**src/design/gscp_pkg.sv**
```systemverilog
// Package for the grid snap and collinear prune unit: widths, register codes,
// shared types and the per-axis rounding and saturation function.
// No dependencies.
`default_nettype none

package gscp_pkg;

	// Coordinate and arithmetic widths
	localparam int COORD_BITS = 40;
	localparam int STEP_W     = 32;
	localparam int MAG_W      = COORD_BITS + 1;
	localparam int IDX_W      = COORD_BITS + 3;
	localparam int DIR_W      = IDX_W + 1;
	localparam int PROD_W     = 2 * DIR_W;
	localparam int SUM_W      = ((IDX_W > STEP_W + 1) ? IDX_W : STEP_W + 1) + 1;
	localparam int CFG_IDX_W  = 3;
	localparam int CFG_DATA_W = (COORD_BITS > STEP_W) ? COORD_BITS : STEP_W;
	localparam int DIV_CNT_W  = $clog2(MAG_W);
	localparam int MUL_CNT_W  = $clog2(DIR_W);
	localparam int KEPT_MIN   = 3;

	// Configuration register indexes
	typedef enum logic [CFG_IDX_W-1:0] {
		REG_STEP_X   = 3'd0,
		REG_STEP_Y   = 3'd1,
		REG_OFFSET_X = 3'd2,
		REG_OFFSET_Y = 3'd3,
		REG_PRUNE    = 3'd4
	} cfg_reg_t;

	typedef struct packed {
		logic [STEP_W-1:0]            step_x;
		logic [STEP_W-1:0]            step_y;
		logic signed [COORD_BITS-1:0] off_x;
		logic signed [COORD_BITS-1:0] off_y;
		logic                         prune;
	} cfg_t;

	// One snapped vertex passed from the front end to the back end
	typedef struct packed {
		logic signed [IDX_W-1:0]      idx_x;
		logic signed [IDX_W-1:0]      idx_y;
		logic signed [COORD_BITS-1:0] snap_x;
		logic signed [COORD_BITS-1:0] snap_y;
		logic                         path_end;
	} snap_item_t;

	typedef struct packed {
		logic signed [IDX_W-1:0]      idx;
		logic signed [COORD_BITS-1:0] snapped;
	} axis_snap_t;

	typedef enum logic [1:0] {
		FS_IDLE,
		FS_DIV,
		FS_DONE
	} front_state_t;

	typedef enum logic [2:0] {
		BS_IDLE,
		BS_EVAL,
		BS_MUL,
		BS_COMMIT,
		BS_FLUSH
	} back_state_t;

	// Rounds the quotient half away from zero and forms the snapped coordinate.
	function automatic axis_snap_t snap_finish(
		input logic signed [COORD_BITS-1:0] c,
		input logic                         neg,
		input logic [MAG_W-1:0]             q,
		input logic [STEP_W-1:0]            r,
		input logic [STEP_W-1:0]            s
	);
		logic                     up;
		logic                     sub;
		logic [MAG_W:0]           qi;
		logic signed [IDX_W-1:0]  qs;
		logic [STEP_W-1:0]        sr;
		logic signed [SUM_W-1:0]  ce;
		logic signed [SUM_W-1:0]  adj;
		logic signed [SUM_W-1:0]  res;
		logic signed [SUM_W-1:0]  hi;
		logic signed [SUM_W-1:0]  lo;
		axis_snap_t               o;
		up  = ({r, 1'b0} >= {1'b0, s});
		qi  = {1'b0, q} + {{MAG_W{1'b0}}, up};
		qs  = $signed({1'b0, qi});
		o.idx = neg ? -qs : qs;
		sr  = s - r;
		ce  = SUM_W'(c);
		adj = up ? $signed({{(SUM_W-STEP_W){1'b0}}, sr})
		         : $signed({{(SUM_W-STEP_W){1'b0}}, r});
		sub = up ? neg : !neg;
		res = sub ? ce - adj : ce + adj;
		hi  = $signed({{(SUM_W-COORD_BITS+1){1'b0}}, {(COORD_BITS-1){1'b1}}});
		lo  = -hi - SUM_W'(1);
		if (COORD_BITS >= 64) begin
			o.snapped = res[COORD_BITS-1:0];
		end else if (res > hi) begin
			o.snapped = hi[COORD_BITS-1:0];
		end else if (res < lo) begin
			o.snapped = lo[COORD_BITS-1:0];
		end else begin
			o.snapped = res[COORD_BITS-1:0];
		end
		return o;
	endfunction

endpackage

`default_nettype wire

```
**src/design/gscp_if.sv**
```systemverilog
// Channel interfaces of the grid snap and collinear prune unit: vertex input,
// snapped vertex output and configuration write. Depends on gscp_pkg.
`default_nettype none

interface gscp_in_if;
	logic                                  valid;
	logic                                  ready;
	logic signed [gscp_pkg::COORD_BITS-1:0] point_x;
	logic signed [gscp_pkg::COORD_BITS-1:0] point_y;
	logic                                  path_end;
	modport source(output valid, point_x, point_y, path_end, input ready);
	modport sink(input valid, point_x, point_y, path_end, output ready);
endinterface

interface gscp_out_if;
	logic                                  valid;
	logic                                  ready;
	logic signed [gscp_pkg::COORD_BITS-1:0] snapped_x;
	logic signed [gscp_pkg::COORD_BITS-1:0] snapped_y;
	logic                                  last_of_path;
	logic                                  too_few_points;
	modport source(output valid, snapped_x, snapped_y, last_of_path, too_few_points,
		input ready);
	modport sink(input valid, snapped_x, snapped_y, last_of_path, too_few_points,
		output ready);
endinterface

interface gscp_cfg_if;
	logic                                 valid;
	logic                                 ready;
	logic [gscp_pkg::CFG_IDX_W-1:0]       index;
	logic [gscp_pkg::CFG_DATA_W-1:0]      data;
	modport source(output valid, index, data, input ready);
	modport sink(input valid, index, data, output ready);
endinterface

`default_nettype wire

```
**src/design/grid_snap_collinear_prune_unit.sv**
```systemverilog
// A vertex passes from acceptance through 41 division steps to the queue, then
// through the back end states to the output register (with a flush state for
// the last_of_path request), plus the serial cross product where needed.
// The bit-serial grid divider takes a new vertex only after the last one has
// gone to the queue; a vertex needing the collinear test also holds the back end.
// Reset clears all control and path state and loads the configuration reset
// values at once; there is no clearing pass.
`default_nettype none

module grid_snap_collinear_prune_unit (
	input  wire logic   clk,
	input  wire logic   arst_n,
	gscp_in_if.sink     in_ch,
	gscp_out_if.source  out_ch,
	gscp_cfg_if.sink    cfg
);

	gscp_pkg::cfg_t       cfg_q;
	gscp_pkg::snap_item_t push_item, pop_item;
	logic push, pop, q_full, q_not_empty;

	// Configuration registers; writes to unused indexes are ignored
	assign cfg.ready = 1'b1;

	always_ff @(posedge clk or negedge arst_n) begin
		if (!arst_n) begin
			cfg_q.step_x <= gscp_pkg::STEP_W'(1);
			cfg_q.step_y <= gscp_pkg::STEP_W'(1);
			cfg_q.off_x  <= '0;
			cfg_q.off_y  <= '0;
			cfg_q.prune  <= 1'b1;
		end else if (cfg.valid) begin
			case (cfg.index)
				gscp_pkg::REG_STEP_X:   cfg_q.step_x <= cfg.data[gscp_pkg::STEP_W-1:0];
				gscp_pkg::REG_STEP_Y:   cfg_q.step_y <= cfg.data[gscp_pkg::STEP_W-1:0];
				gscp_pkg::REG_OFFSET_X: cfg_q.off_x  <= cfg.data[gscp_pkg::COORD_BITS-1:0];
				gscp_pkg::REG_OFFSET_Y: cfg_q.off_y  <= cfg.data[gscp_pkg::COORD_BITS-1:0];
				gscp_pkg::REG_PRUNE:    cfg_q.prune  <= cfg.data[0];
				default: ;
			endcase
		end
	end

	gscp_front u_front (
		.clk       (clk),
		.arst_n    (arst_n),
		.in_ch     (in_ch),
		.cfg       (cfg_q),
		.q_full    (q_full),
		.push      (push),
		.push_item (push_item)
	);

	gscp_queue u_queue (
		.clk       (clk),
		.arst_n    (arst_n),
		.push      (push),
		.push_item (push_item),
		.full      (q_full),
		.pop       (pop),
		.pop_item  (pop_item),
		.not_empty (q_not_empty)
	);

	gscp_back u_back (
		.clk         (clk),
		.arst_n      (arst_n),
		.cfg         (cfg_q),
		.q_not_empty (q_not_empty),
		.q_item      (pop_item),
		.pop         (pop),
		.out_ch      (out_ch)
	);

endmodule

`default_nettype wire

```
**src/design/gscp_front.sv**
```systemverilog
// Front end: accepts a vertex, divides both offset coordinates by the grid
// steps bit by bit and rounds them. Depends on gscp_pkg and gscp_if.
`default_nettype none

module gscp_front (
	input  wire logic                 clk,
	input  wire logic                 arst_n,
	gscp_in_if.sink                   in_ch,
	input  wire gscp_pkg::cfg_t       cfg,
	input  wire logic                 q_full,
	output logic                      push,
	output gscp_pkg::snap_item_t      push_item
);

	gscp_pkg::front_state_t state_q, state_nxt;
	logic [gscp_pkg::DIV_CNT_W-1:0] cnt_q;

	// Per-axis lanes: 0 is x, 1 is y
	logic signed [gscp_pkg::COORD_BITS-1:0] coord_q [2];
	logic                                   neg_q   [2];
	logic [gscp_pkg::MAG_W-1:0]             mag_q   [2];
	logic [gscp_pkg::STEP_W:0]              rem_q   [2];
	logic [gscp_pkg::STEP_W-1:0]            step_q  [2];
	logic                                   end_q;

	logic accept;
	logic div_last;
	logic signed [gscp_pkg::COORD_BITS-1:0] in_c   [2];
	logic signed [gscp_pkg::COORD_BITS-1:0] in_off [2];
	logic [gscp_pkg::STEP_W-1:0]            in_step[2];
	logic signed [gscp_pkg::MAG_W-1:0]      diff   [2];
	logic [gscp_pkg::STEP_W:0]              sh     [2];
	logic                                   ge     [2];
	gscp_pkg::axis_snap_t                   fin    [2];

	// Outputs of the sequencer
	always_comb begin
		in_ch.ready = (state_q == gscp_pkg::FS_IDLE);
		accept      = in_ch.valid && in_ch.ready;
		div_last    = (cnt_q == gscp_pkg::DIV_CNT_W'(gscp_pkg::MAG_W - 1));
		push        = (state_q == gscp_pkg::FS_DONE) && !q_full;
	end

	// Next state
	always_comb begin
		state_nxt = state_q;
		case (state_q)
			gscp_pkg::FS_IDLE: if (accept)   state_nxt = gscp_pkg::FS_DIV;
			gscp_pkg::FS_DIV:  if (div_last) state_nxt = gscp_pkg::FS_DONE;
			gscp_pkg::FS_DONE: if (!q_full)  state_nxt = gscp_pkg::FS_IDLE;
			default:                         state_nxt = gscp_pkg::FS_IDLE;
		endcase
	end

	always_ff @(posedge clk or negedge arst_n) begin
		if (!arst_n) begin
			state_q <= gscp_pkg::FS_IDLE;
			cnt_q   <= '0;
		end else begin
			state_q <= state_nxt;
			if (accept) begin
				cnt_q <= '0;
			end else if (state_q == gscp_pkg::FS_DIV) begin
				cnt_q <= cnt_q + gscp_pkg::DIV_CNT_W'(1);
			end
		end
	end

	// Offset subtraction and one restoring division step per lane
	always_comb begin
		in_c[0]    = in_ch.point_x;
		in_c[1]    = in_ch.point_y;
		in_off[0]  = cfg.off_x;
		in_off[1]  = cfg.off_y;
		in_step[0] = (cfg.step_x == '0) ? gscp_pkg::STEP_W'(1) : cfg.step_x;
		in_step[1] = (cfg.step_y == '0) ? gscp_pkg::STEP_W'(1) : cfg.step_y;
		for (int i = 0; i < 2; i++) begin
			diff[i] = {in_c[i][gscp_pkg::COORD_BITS-1], in_c[i]}
				- {in_off[i][gscp_pkg::COORD_BITS-1], in_off[i]};
			sh[i]   = {rem_q[i][gscp_pkg::STEP_W-1:0], mag_q[i][gscp_pkg::MAG_W-1]};
			ge[i]   = (sh[i] >= {1'b0, step_q[i]});
			fin[i]  = gscp_pkg::snap_finish(coord_q[i], neg_q[i], mag_q[i],
				rem_q[i][gscp_pkg::STEP_W-1:0], step_q[i]);
		end
	end

	always_ff @(posedge clk) begin
		for (int i = 0; i < 2; i++) begin
			if (accept) begin
				coord_q[i] <= in_c[i];
				step_q[i]  <= in_step[i];
				neg_q[i]   <= diff[i][gscp_pkg::MAG_W-1];
				mag_q[i]   <= diff[i][gscp_pkg::MAG_W-1] ? gscp_pkg::MAG_W'(-diff[i])
				                                        : gscp_pkg::MAG_W'(diff[i]);
				rem_q[i]   <= '0;
			end else if (state_q == gscp_pkg::FS_DIV) begin
				rem_q[i] <= ge[i] ? sh[i] - {1'b0, step_q[i]} : sh[i];
				mag_q[i] <= {mag_q[i][gscp_pkg::MAG_W-2:0], ge[i]};
			end
		end
		if (accept) begin
			end_q <= in_ch.path_end;
		end
	end

	// Snapped vertex toward the queue
	always_comb begin
		push_item.idx_x    = fin[0].idx;
		push_item.idx_y    = fin[1].idx;
		push_item.snap_x   = fin[0].snapped;
		push_item.snap_y   = fin[1].snapped;
		push_item.path_end = end_q;
	end

endmodule

`default_nettype wire

```
**src/design/gscp_queue.sv**
```systemverilog
// Two-entry queue of snapped vertices between the front and back ends.
// Depends on gscp_pkg.
`default_nettype none

module gscp_queue (
	input  wire logic                 clk,
	input  wire logic                 arst_n,
	input  wire logic                 push,
	input  wire gscp_pkg::snap_item_t push_item,
	output logic                      full,
	input  wire logic                 pop,
	output gscp_pkg::snap_item_t      pop_item,
	output logic                      not_empty
);

	gscp_pkg::snap_item_t mem_q [2];
	logic       wr_ptr_q;
	logic       rd_ptr_q;
	logic [1:0] count_q;

	// Occupancy flags
	always_comb begin
		full      = (count_q == 2'd2);
		not_empty = (count_q != 2'd0);
		pop_item  = mem_q[rd_ptr_q];
	end

	always_ff @(posedge clk or negedge arst_n) begin
		if (!arst_n) begin
			wr_ptr_q <= 1'b0;
			rd_ptr_q <= 1'b0;
			count_q  <= 2'd0;
		end else begin
			if (push) wr_ptr_q <= !wr_ptr_q;
			if (pop)  rd_ptr_q <= !rd_ptr_q;
			if (push && !pop) begin
				count_q <= count_q + 2'd1;
			end else if (pop && !push) begin
				count_q <= count_q - 2'd1;
			end
		end
	end

	// Storage
	always_ff @(posedge clk) begin
		if (push) begin
			mem_q[wr_ptr_q] <= push_item;
		end
	end

endmodule

`default_nettype wire

```
**src/design/gscp_back.sv**
```systemverilog
// Back end: drops repeated grid points, merges collinear runs with a
// bit-serial cross product, holds the newest vertex and drives the output
// register. Depends on gscp_pkg and gscp_if.
`default_nettype none

module gscp_back (
	input  wire logic                 clk,
	input  wire logic                 arst_n,
	input  wire gscp_pkg::cfg_t       cfg,
	input  wire logic                 q_not_empty,
	input  wire gscp_pkg::snap_item_t q_item,
	output logic                      pop,
	gscp_out_if.source                out_ch
);

	gscp_pkg::back_state_t state_q, state_nxt;

	// Path state
	logic signed [gscp_pkg::IDX_W-1:0]      last_x_q, last_y_q;
	logic signed [gscp_pkg::DIR_W-1:0]      base_x_q, base_y_q;
	logic signed [gscp_pkg::COORD_BITS-1:0] held_x_q, held_y_q;
	logic                                   have_first_q;
	logic                                   no_base_q;
	logic [1:0]                             kept_q;

	// Current vertex and its decision
	gscp_pkg::snap_item_t                   cur_q;
	logic signed [gscp_pkg::DIR_W-1:0]      dx_q, dy_q;
	logic                                   keep_q, replace_q;

	// Cross product datapath
	logic signed [gscp_pkg::PROD_W-1:0]     acc_q, ma_q, mb_q;
	logic [gscp_pkg::DIR_W-1:0]             rx_q, ry_q;
	logic [gscp_pkg::MUL_CNT_W-1:0]         mcnt_q;

	// Output register
	logic                                   out_valid_q;
	logic signed [gscp_pkg::COORD_BITS-1:0] out_x_q, out_y_q;
	logic                                   out_last_q, out_few_q;

	logic out_free, zero_delta, need_mul, mul_last, emit_held;
	logic commit_fire, flush_fire, eval_commit;
	logic signed [gscp_pkg::PROD_W-1:0] term, acc_nxt;

	// Serial multiply step: base_x * dy - base_y * dx
	always_comb begin
		term    = (ry_q[0] ? ma_q : '0) - (rx_q[0] ? mb_q : '0);
		mul_last = (mcnt_q == gscp_pkg::MUL_CNT_W'(gscp_pkg::DIR_W - 1));
		acc_nxt = mul_last ? acc_q - term : acc_q + term;
	end

	// Sequencer outputs
	always_comb begin
		out_free    = !out_valid_q || out_ch.ready;
		zero_delta  = (dx_q == '0) && (dy_q == '0);
		need_mul    = have_first_q && !zero_delta && cfg.prune && !no_base_q;
		eval_commit = (state_q == gscp_pkg::BS_EVAL) && !need_mul;
		pop         = (state_q == gscp_pkg::BS_IDLE) && q_not_empty;
		emit_held   = keep_q && !replace_q && have_first_q;
		commit_fire = (state_q == gscp_pkg::BS_COMMIT) && (!emit_held || out_free);
		flush_fire  = (state_q == gscp_pkg::BS_FLUSH) && out_free;
	end

	// Next state
	always_comb begin
		state_nxt = state_q;
		case (state_q)
			gscp_pkg::BS_IDLE: if (pop) state_nxt = gscp_pkg::BS_EVAL;
			gscp_pkg::BS_EVAL: begin
				state_nxt = need_mul ? gscp_pkg::BS_MUL : gscp_pkg::BS_COMMIT;
			end
			gscp_pkg::BS_MUL: if (mul_last) state_nxt = gscp_pkg::BS_COMMIT;
			gscp_pkg::BS_COMMIT: begin
				if (commit_fire) begin
					state_nxt = cur_q.path_end ? gscp_pkg::BS_FLUSH : gscp_pkg::BS_IDLE;
				end
			end
			gscp_pkg::BS_FLUSH: if (flush_fire) state_nxt = gscp_pkg::BS_IDLE;
			default: state_nxt = gscp_pkg::BS_IDLE;
		endcase
	end

	// Control and path state
	always_ff @(posedge clk or negedge arst_n) begin
		if (!arst_n) begin
			state_q      <= gscp_pkg::BS_IDLE;
			have_first_q <= 1'b0;
			no_base_q    <= 1'b1;
			kept_q       <= 2'd0;
			last_x_q     <= '0;
			last_y_q     <= '0;
			base_x_q     <= '0;
			base_y_q     <= '0;
			held_x_q     <= '0;
			held_y_q     <= '0;
			out_valid_q  <= 1'b0;
		end else begin
			state_q <= state_nxt;
			if (commit_fire && keep_q) begin
				last_x_q <= cur_q.idx_x;
				last_y_q <= cur_q.idx_y;
				held_x_q <= cur_q.snap_x;
				held_y_q <= cur_q.snap_y;
				if (!replace_q) begin
					have_first_q <= 1'b1;
					if (kept_q != 2'd3) kept_q <= kept_q + 2'd1;
					if (have_first_q && cfg.prune) begin
						no_base_q <= 1'b0;
						base_x_q  <= dx_q;
						base_y_q  <= dy_q;
					end
				end
			end
			if (flush_fire) begin
				have_first_q <= 1'b0;
				no_base_q    <= 1'b1;
				kept_q       <= 2'd0;
				last_x_q     <= '0;
				last_y_q     <= '0;
				base_x_q     <= '0;
				base_y_q     <= '0;
				held_x_q     <= '0;
				held_y_q     <= '0;
			end
			if ((commit_fire && emit_held) || flush_fire) begin
				out_valid_q <= 1'b1;
			end else if (out_ch.ready) begin
				out_valid_q <= 1'b0;
			end
		end
	end

	// Vertex capture, decision and cross product datapath
	always_ff @(posedge clk) begin
		if (pop) begin
			cur_q <= q_item;
			dx_q  <= gscp_pkg::DIR_W'(last_x_q) - gscp_pkg::DIR_W'(q_item.idx_x);
			dy_q  <= gscp_pkg::DIR_W'(last_y_q) - gscp_pkg::DIR_W'(q_item.idx_y);
		end
		if (eval_commit) begin
			keep_q    <= !(have_first_q && zero_delta);
			replace_q <= 1'b0;
		end
		if ((state_q == gscp_pkg::BS_EVAL) && need_mul) begin
			acc_q  <= '0;
			ma_q   <= gscp_pkg::PROD_W'(base_x_q);
			mb_q   <= gscp_pkg::PROD_W'(base_y_q);
			rx_q   <= dx_q;
			ry_q   <= dy_q;
			mcnt_q <= '0;
		end else if (state_q == gscp_pkg::BS_MUL) begin
			acc_q  <= acc_nxt;
			ma_q   <= ma_q <<< 1;
			mb_q   <= mb_q <<< 1;
			rx_q   <= rx_q >> 1;
			ry_q   <= ry_q >> 1;
			mcnt_q <= mcnt_q + gscp_pkg::MUL_CNT_W'(1);
			if (mul_last) begin
				keep_q    <= 1'b1;
				replace_q <= (acc_nxt == '0);
			end
		end
		// Output payload
		if (commit_fire && emit_held) begin
			out_x_q    <= held_x_q;
			out_y_q    <= held_y_q;
			out_last_q <= 1'b0;
			out_few_q  <= 1'b0;
		end else if (flush_fire) begin
			out_x_q    <= held_x_q;
			out_y_q    <= held_y_q;
			out_last_q <= 1'b1;
			out_few_q  <= (kept_q < 2'(gscp_pkg::KEPT_MIN));
		end
	end

	// Output channel
	always_comb begin
		out_ch.valid          = out_valid_q;
		out_ch.snapped_x      = out_x_q;
		out_ch.snapped_y      = out_y_q;
		out_ch.last_of_path   = out_last_q;
		out_ch.too_few_points = out_few_q;
	end

endmodule

`default_nettype wire

```
**src/flat_wrapper.sv**
```systemverilog
// flat-port wrapper written by rule: the top's interface ports become plain ports
module grid_snap_collinear_prune_unit_flat 
  (clk, arst_n, in_ch_valid, in_ch_point_x, in_ch_point_y, in_ch_path_end, in_ch_ready, out_ch_valid, out_ch_snapped_x, out_ch_snapped_y, out_ch_last_of_path, out_ch_too_few_points, out_ch_ready, cfg_valid, cfg_index, cfg_data, cfg_ready);
  gscp_in_if in_ch_i ();
  gscp_out_if out_ch_i ();
  gscp_cfg_if cfg_i ();
  input  wire logic clk;
  input  wire logic arst_n;
  input wire logic [$bits(in_ch_i.valid)-1:0] in_ch_valid;
  input wire logic [$bits(in_ch_i.point_x)-1:0] in_ch_point_x;
  input wire logic [$bits(in_ch_i.point_y)-1:0] in_ch_point_y;
  input wire logic [$bits(in_ch_i.path_end)-1:0] in_ch_path_end;
  output wire logic [$bits(in_ch_i.ready)-1:0] in_ch_ready;
  output wire logic [$bits(out_ch_i.valid)-1:0] out_ch_valid;
  output wire logic [$bits(out_ch_i.snapped_x)-1:0] out_ch_snapped_x;
  output wire logic [$bits(out_ch_i.snapped_y)-1:0] out_ch_snapped_y;
  output wire logic [$bits(out_ch_i.last_of_path)-1:0] out_ch_last_of_path;
  output wire logic [$bits(out_ch_i.too_few_points)-1:0] out_ch_too_few_points;
  input wire logic [$bits(out_ch_i.ready)-1:0] out_ch_ready;
  input wire logic [$bits(cfg_i.valid)-1:0] cfg_valid;
  input wire logic [$bits(cfg_i.index)-1:0] cfg_index;
  input wire logic [$bits(cfg_i.data)-1:0] cfg_data;
  output wire logic [$bits(cfg_i.ready)-1:0] cfg_ready;
  assign in_ch_i.valid = in_ch_valid;
  assign in_ch_i.point_x = in_ch_point_x;
  assign in_ch_i.point_y = in_ch_point_y;
  assign in_ch_i.path_end = in_ch_path_end;
  assign in_ch_ready = in_ch_i.ready;
  assign out_ch_valid = out_ch_i.valid;
  assign out_ch_snapped_x = out_ch_i.snapped_x;
  assign out_ch_snapped_y = out_ch_i.snapped_y;
  assign out_ch_last_of_path = out_ch_i.last_of_path;
  assign out_ch_too_few_points = out_ch_i.too_few_points;
  assign out_ch_i.ready = out_ch_ready;
  assign cfg_i.valid = cfg_valid;
  assign cfg_i.index = cfg_index;
  assign cfg_i.data = cfg_data;
  assign cfg_ready = cfg_i.ready;
  grid_snap_collinear_prune_unit u_core (.clk(clk), .arst_n(arst_n), .in_ch(in_ch_i), .out_ch(out_ch_i), .cfg(cfg_i));
endmodule
```
**config.mk**
```make
export PLATFORM = sky130hd
export DESIGN_NAME = grid_snap_collinear_prune_unit_flat
export DESIGN_NICKNAME = d
export VERILOG_FILES = /design/src/design/gscp_pkg.sv /design/src/design/gscp_if.sv /design/src/design/grid_snap_collinear_prune_unit.sv /design/src/design/gscp_front.sv /design/src/design/gscp_queue.sv /design/src/design/gscp_back.sv /design/src/flat_wrapper.sv
export SDC_FILE = /design/constraint.sdc
export NUM_CORES = 2
export LEC_CHECK = 0
export BUFFER_PORTS_ARGS = -buffer_cell sky130_fd_sc_hd__buf_2
export CORE_MARGIN = 2
export CORE_UTILIZATION = 35
export CTS_CLUSTER_SIZE = 12
export DETAILED_ROUTE_END_ITERATION = 10
export SKIP_CTS_REPAIR_TIMING = 1
export SLEW_MARGIN = 20
export SYNTH_ARGS = -nofsm -noshare
export SYNTH_HDL_FRONTEND = slang
export SYNTH_HIERARCHICAL = 1
export SYNTH_SLANG_ARGS = --single-unit
```
**constraint.sdc**
```tcl
create_clock -name clk -period 20.3 [get_ports clk]
set_clock_uncertainty 0.1 [all_clocks]
set_input_delay 2.03 -clock clk [delete_from_list [all_inputs] [get_ports clk]]
set_output_delay 2.03 -clock clk [all_outputs]
set_load 0.05 [all_outputs]
```
==> impl_summary.txt <==
----------------------------------------------------
[GRT]
  Largest net degree at the start of global routing ... ~140
  First-pass GRT wire length ... ~460000 um
  Total grt overflow ... 0
  GRT Overall Usage ... 0.182
  Antenna violations before repair ... 8
  Vias in the first global route ... 76904

[Worst setup path]
  Nature of the critical path startpoint ... flop
  Worst setup slack for register-to-register paths ... 9.62 ns
  Gate family responsible for the most delay along the worst path ... simple AND/OR/NAND/NOR gates
  Crit Reg-Reg Startpoint ... u_core/u_back/rx_q[0]
  Worst setup EP type ... flop
  Worst r2r dst ... u_core/u_back/replace_q
  Worst setup path start ... u_core/u_back/rx_q[0]
  Worst Path Buf+Inv ... 1
  Critical path capture point ... u_core/u_back/replace_q
  Crit path max-delay cell type ... a2111oi_2
  Max Fanout on Critical Path ... a little under 90
  Slowest stage delay, CP ... between 0.7 and 0.8 ns
  Depth of the most critical reg-to-reg path ... 31
  Cell count along the critical path ... 31
  Critical path class ... flop to flop
  CP required ... roughly 21 ns
  Arrival time at the worst endpoint ... 11.38 ns

[Clock network]
  TritonCTS clock tree ... yes
  Bufs on Longest Clock Path ... 4
  Skew-Pair Late Insertion Delay ... approximately 0.91 ns
  Cell at the root of the clock tree ... clkbuf_16
  Total clock buffers created by CTS ... around 200
  H-tree lvl count ... 4
  Clock slew at the register clock pins of the worst setup and hold paths ... 0.06 ns
  Sinks on Clock Net ... about 1700

[Floorplan]
  Vertical die dimension ... between 500 and 600 um
  Row count ... between 200 and 250
  Initial standard-cell utilization of the core ... 0.352
  DIE AREA ... ~310000 um2
  Boundary pin count ... 214
  Die width ... around 560 um
  Core area ... between 300000 and 400000 um2

[Timing]
  Post-route setup slack ... between 9 and 10 ns
  Final count of pins violating max slew ... 0
  Unrepaired setup endpoints after global routing ... false
  Period utilisation layout ... 0.526
  Max Clk Rate ... between 90 and 100 MHz
  Post-layout minimum cycle time ... approximately 11 ns
  Number of endpoints failing setup at the final stage ... 0
  Fin. Hold Viols ... 0
  Slew at the pin closest to its max-slew limit ... ~1.1 ns
  Relative slew slack ... 0.259
  Final sum of negative setup slack ... 0 ns
  Minimum hold slack ... 0.314 ns

[Drt]
  Final Routed Wirelength ... between 200000 and 300000 um
  Number of remaining DRC errors ... 0
  Routed vias/inst ... 5.34
  Avg WL per Cell ... slightly below 20 um
  Detailed router's first-iteration violation count ... 7315
  Total number of vias ... just over 80000
  Number of optimization iterations in the first detailed-route pass ... 6
  Routed Antenna Nets ... 0

[Synth]
  Fraction of registers with async set/reset ... 0.240
  Mapped cell area ... about 110000 um2
  Count of yosys warnings during synthesis ... 6
  Per-instance average area after synthesis ... 9.68 um2
  Post-synthesis register bit count ... between 1500 and 2000
  EDFF count, synth ... roughly 1200
  Sequential share of the synthesized area ... 0.454
  Number of instances in the synthesized netlist ... between 10000 and 15000
  Post-Syn Nets ... around 12000
  Post-synth top flop ... edfxtp_1
  Synth cell types ... roughly 120

[Hold path]
  Class of the tightest hold or removal check ... flop to flop
  Worst Min Path Start ... u_core/u_back/held_y_q[0]
  Worst hold path stage count ... 0

[Placed design]
  Placer Congestion ... about 0.91
  Placement Setup Slack ... about 9.6 ns
  Port bufs ... between 200 and 250
  DP Wirelength ... ~230000 um

[Finish]
  Commonest cells after routing, fill and taps aside ... nand2_1, edfxtp_1, a21oi_1, nor2_1, o21ai_0
  Finished Core Util ... 0.388
  Fraction of layout instances using a drive strength above 1 ... 0.0934
  Count of filler cells inserted in the layout ... 30491
  Most frequent standard cell in the layout excluding fill and tap cells ... nand2_1
  Final layout net count ... between 10000 and 15000
  Area growth from synthesis to layout ... 10.3%

[Power and ir drop]
  Worst vdd rail ir drop ... roughly 0.18 mV
  Net switching power figure ... between 8000 and 9000 uW
  Internal portion of total power ... around 11000 uW
  Sequential share of power ... 0.288
  Power per Cell Area ... about 160 nW/um2
  Sw Share ... 0.431
  Part of the total power dissipated in combinational logic ... 0.517
  Relative contribution of the clock network to total power ... 0.195
  Leak Pwr ... around 0.048 uW

[Flow run]
  Max_cap viols ... 0

[Status]
  Status ... completed

----------------------------------------------------
per-stage QoR:
step / cells / total power, uW / area, um2
after floorplan: 11210 / 12400 / 109000
after global routing: 15415 / 20000 / 120000
after detailed placement: 15048 / 15000 / 113000
after global placement: 15048 / 14900 / 113000
final: 15417 / 18700 / 120000
after CTS: 15414 / 18700 / 120000
cell type report:
| class | count | area (um2) | share of cell area |
|---|---|---|---|
| Sequential cell | 1743 | 49300 | 0.412 |
| Timing Repair Buffer | 281 | 1610 | 0.0135 |
| Clock inverter | 74 | 961 | 0.00803 |
| Inverter | 514 | 1940 | 0.0162 |
| Tap cell | 4120 | 5150 | 0.0431 |
| Clock buffer | 292 | 5670 | 0.0473 |
| Multi-Input combinational cell | 8390 | 55100 | 0.460 |
| Antenna cell | 3 | 7.51 | 0.0000627 |
metal layers:
layer	up-vias	share of wire	global-route usage	routed length, um
met5	-	0.00018	0	53
met3	404	0.054	0.0213	16200
met2	2179	0.44	0.284	132000
li1	40342	-	-	-
met4	8	0.031	0.0552	9150
met1	39425	0.47	0.264	141000
power by group through the flow:
stage	clock network, uW	registers [uW]	logic, uW
after floorplan	0	5260	7160
after global placement	0	5430	9480
after detailed placement	0	5440	9530
after CTS	3740	5370	9580
after global routing	3880	5430	10700
final	3640	5380	9670
cells in the mapped netlist, types with 43 or more instances:
master / n / area, um2
nor2_1: 675 / 2530
mux2_2: 221 / 2490
xnor2_1: 524 / 4590
a211oi_1: 68 / 510
a21oi_1: 779 / 3900
xor2_1: 329 / 2880
nand2b_1: 93 / 582
nor3_1: 208 / 1040
and2_1: 158 / 988
o21ai_0: 657 / 3290
o21bai_1: 76 / 571
edfxtp_1: 1226 / 36800
nor2b_1: 88 / 551
a31oi_1: 109 / 682
a21o_1: 258 / 1940
o21a_1: 96 / 721
mux2_4: 101 / 1520
nor4_1: 90 / 563
nand2_1: 1700 / 6380
o211ai_1: 48 / 360
mux2i_1: 43 / 430
inv_1: 511 / 1920
o31ai_1: 65 / 488
nand3_1: 269 / 1350
a22o_1: 174 / 1520
dfxtp_1: 98 / 1960
or3_1: 66 / 413
dfrtp_1: 415 / 10400
ha_1: 560 / 7010
clkbuf_1: 470 / 1760
and3_1: 98 / 613
or2_2: 47 / 294
nand4_1: 165 / 1030
registers in the layout, summed over array words and instances (netlist names), 64 cells and up:
register                flops
u_core/cfg_q              145
u_core/u_back/acc_q        88
u_core/u_back/cur_q       167
u_core/u_back/ma_q         88
u_core/u_back/mb_q         88
u_core/u_front/coord_q     80
u_core/u_front/mag_q       82
u_core/u_front/rem_q       64
u_core/u_front/step_q      64
u_core/u_queue/mem_q      334
cell families (layout without fill, tap and decap cells):
logic type / after synthesis / in the layout / share of synthesized area
xor gates and xnor gates: 855 / 855 / 0.0692
DFF: 1743 / 1743 / 0.454
AOI/OAI and AO/OA: 2730 / 2730 / 0.161
other: 1 / 4 / 0.0000346
buffers and inverters: 1077 / 1161 / 0.0395
adders and majority gates: 604 / 604 / 0.0697
and+or+nand+nor: 3827 / 3827 / 0.165
muxes: 373 / 373 / 0.0417
worst register-to-register path: cells and delay by family (launching register included):
family / cells / cell delay [ns]
xor gates and xnor gates: 1 / 0.16
buffers and inverters: 1 / 0.62
adders and majority gates: 2 / 0.86
AOI/OAI and AO/OA: 12 / 3.98
DFF: 1 / 0.32
and+or+nand+nor: 15 / 4.63
worst min-delay path by stage:
stage | endpoint | slack (ns)
3_5_place_dp | u_core/u_back/out_ch.snapped_x[7] | 0.34
2_1_floorplan | u_core/u_back/out_ch.snapped_x[0] | 0.33
5_1_grt | u_core/u_back/out_ch.snapped_y[0] | 0.34
6_report | u_core/u_back/out_ch.snapped_y[0] | 0.31
3_3_place_gp | u_core/u_back/out_ch.snapped_y[7] | 0.34
4_1_cts | u_core/u_back/out_ch.snapped_y[0] | 0.30
Power figures use the tool's default switching activity.
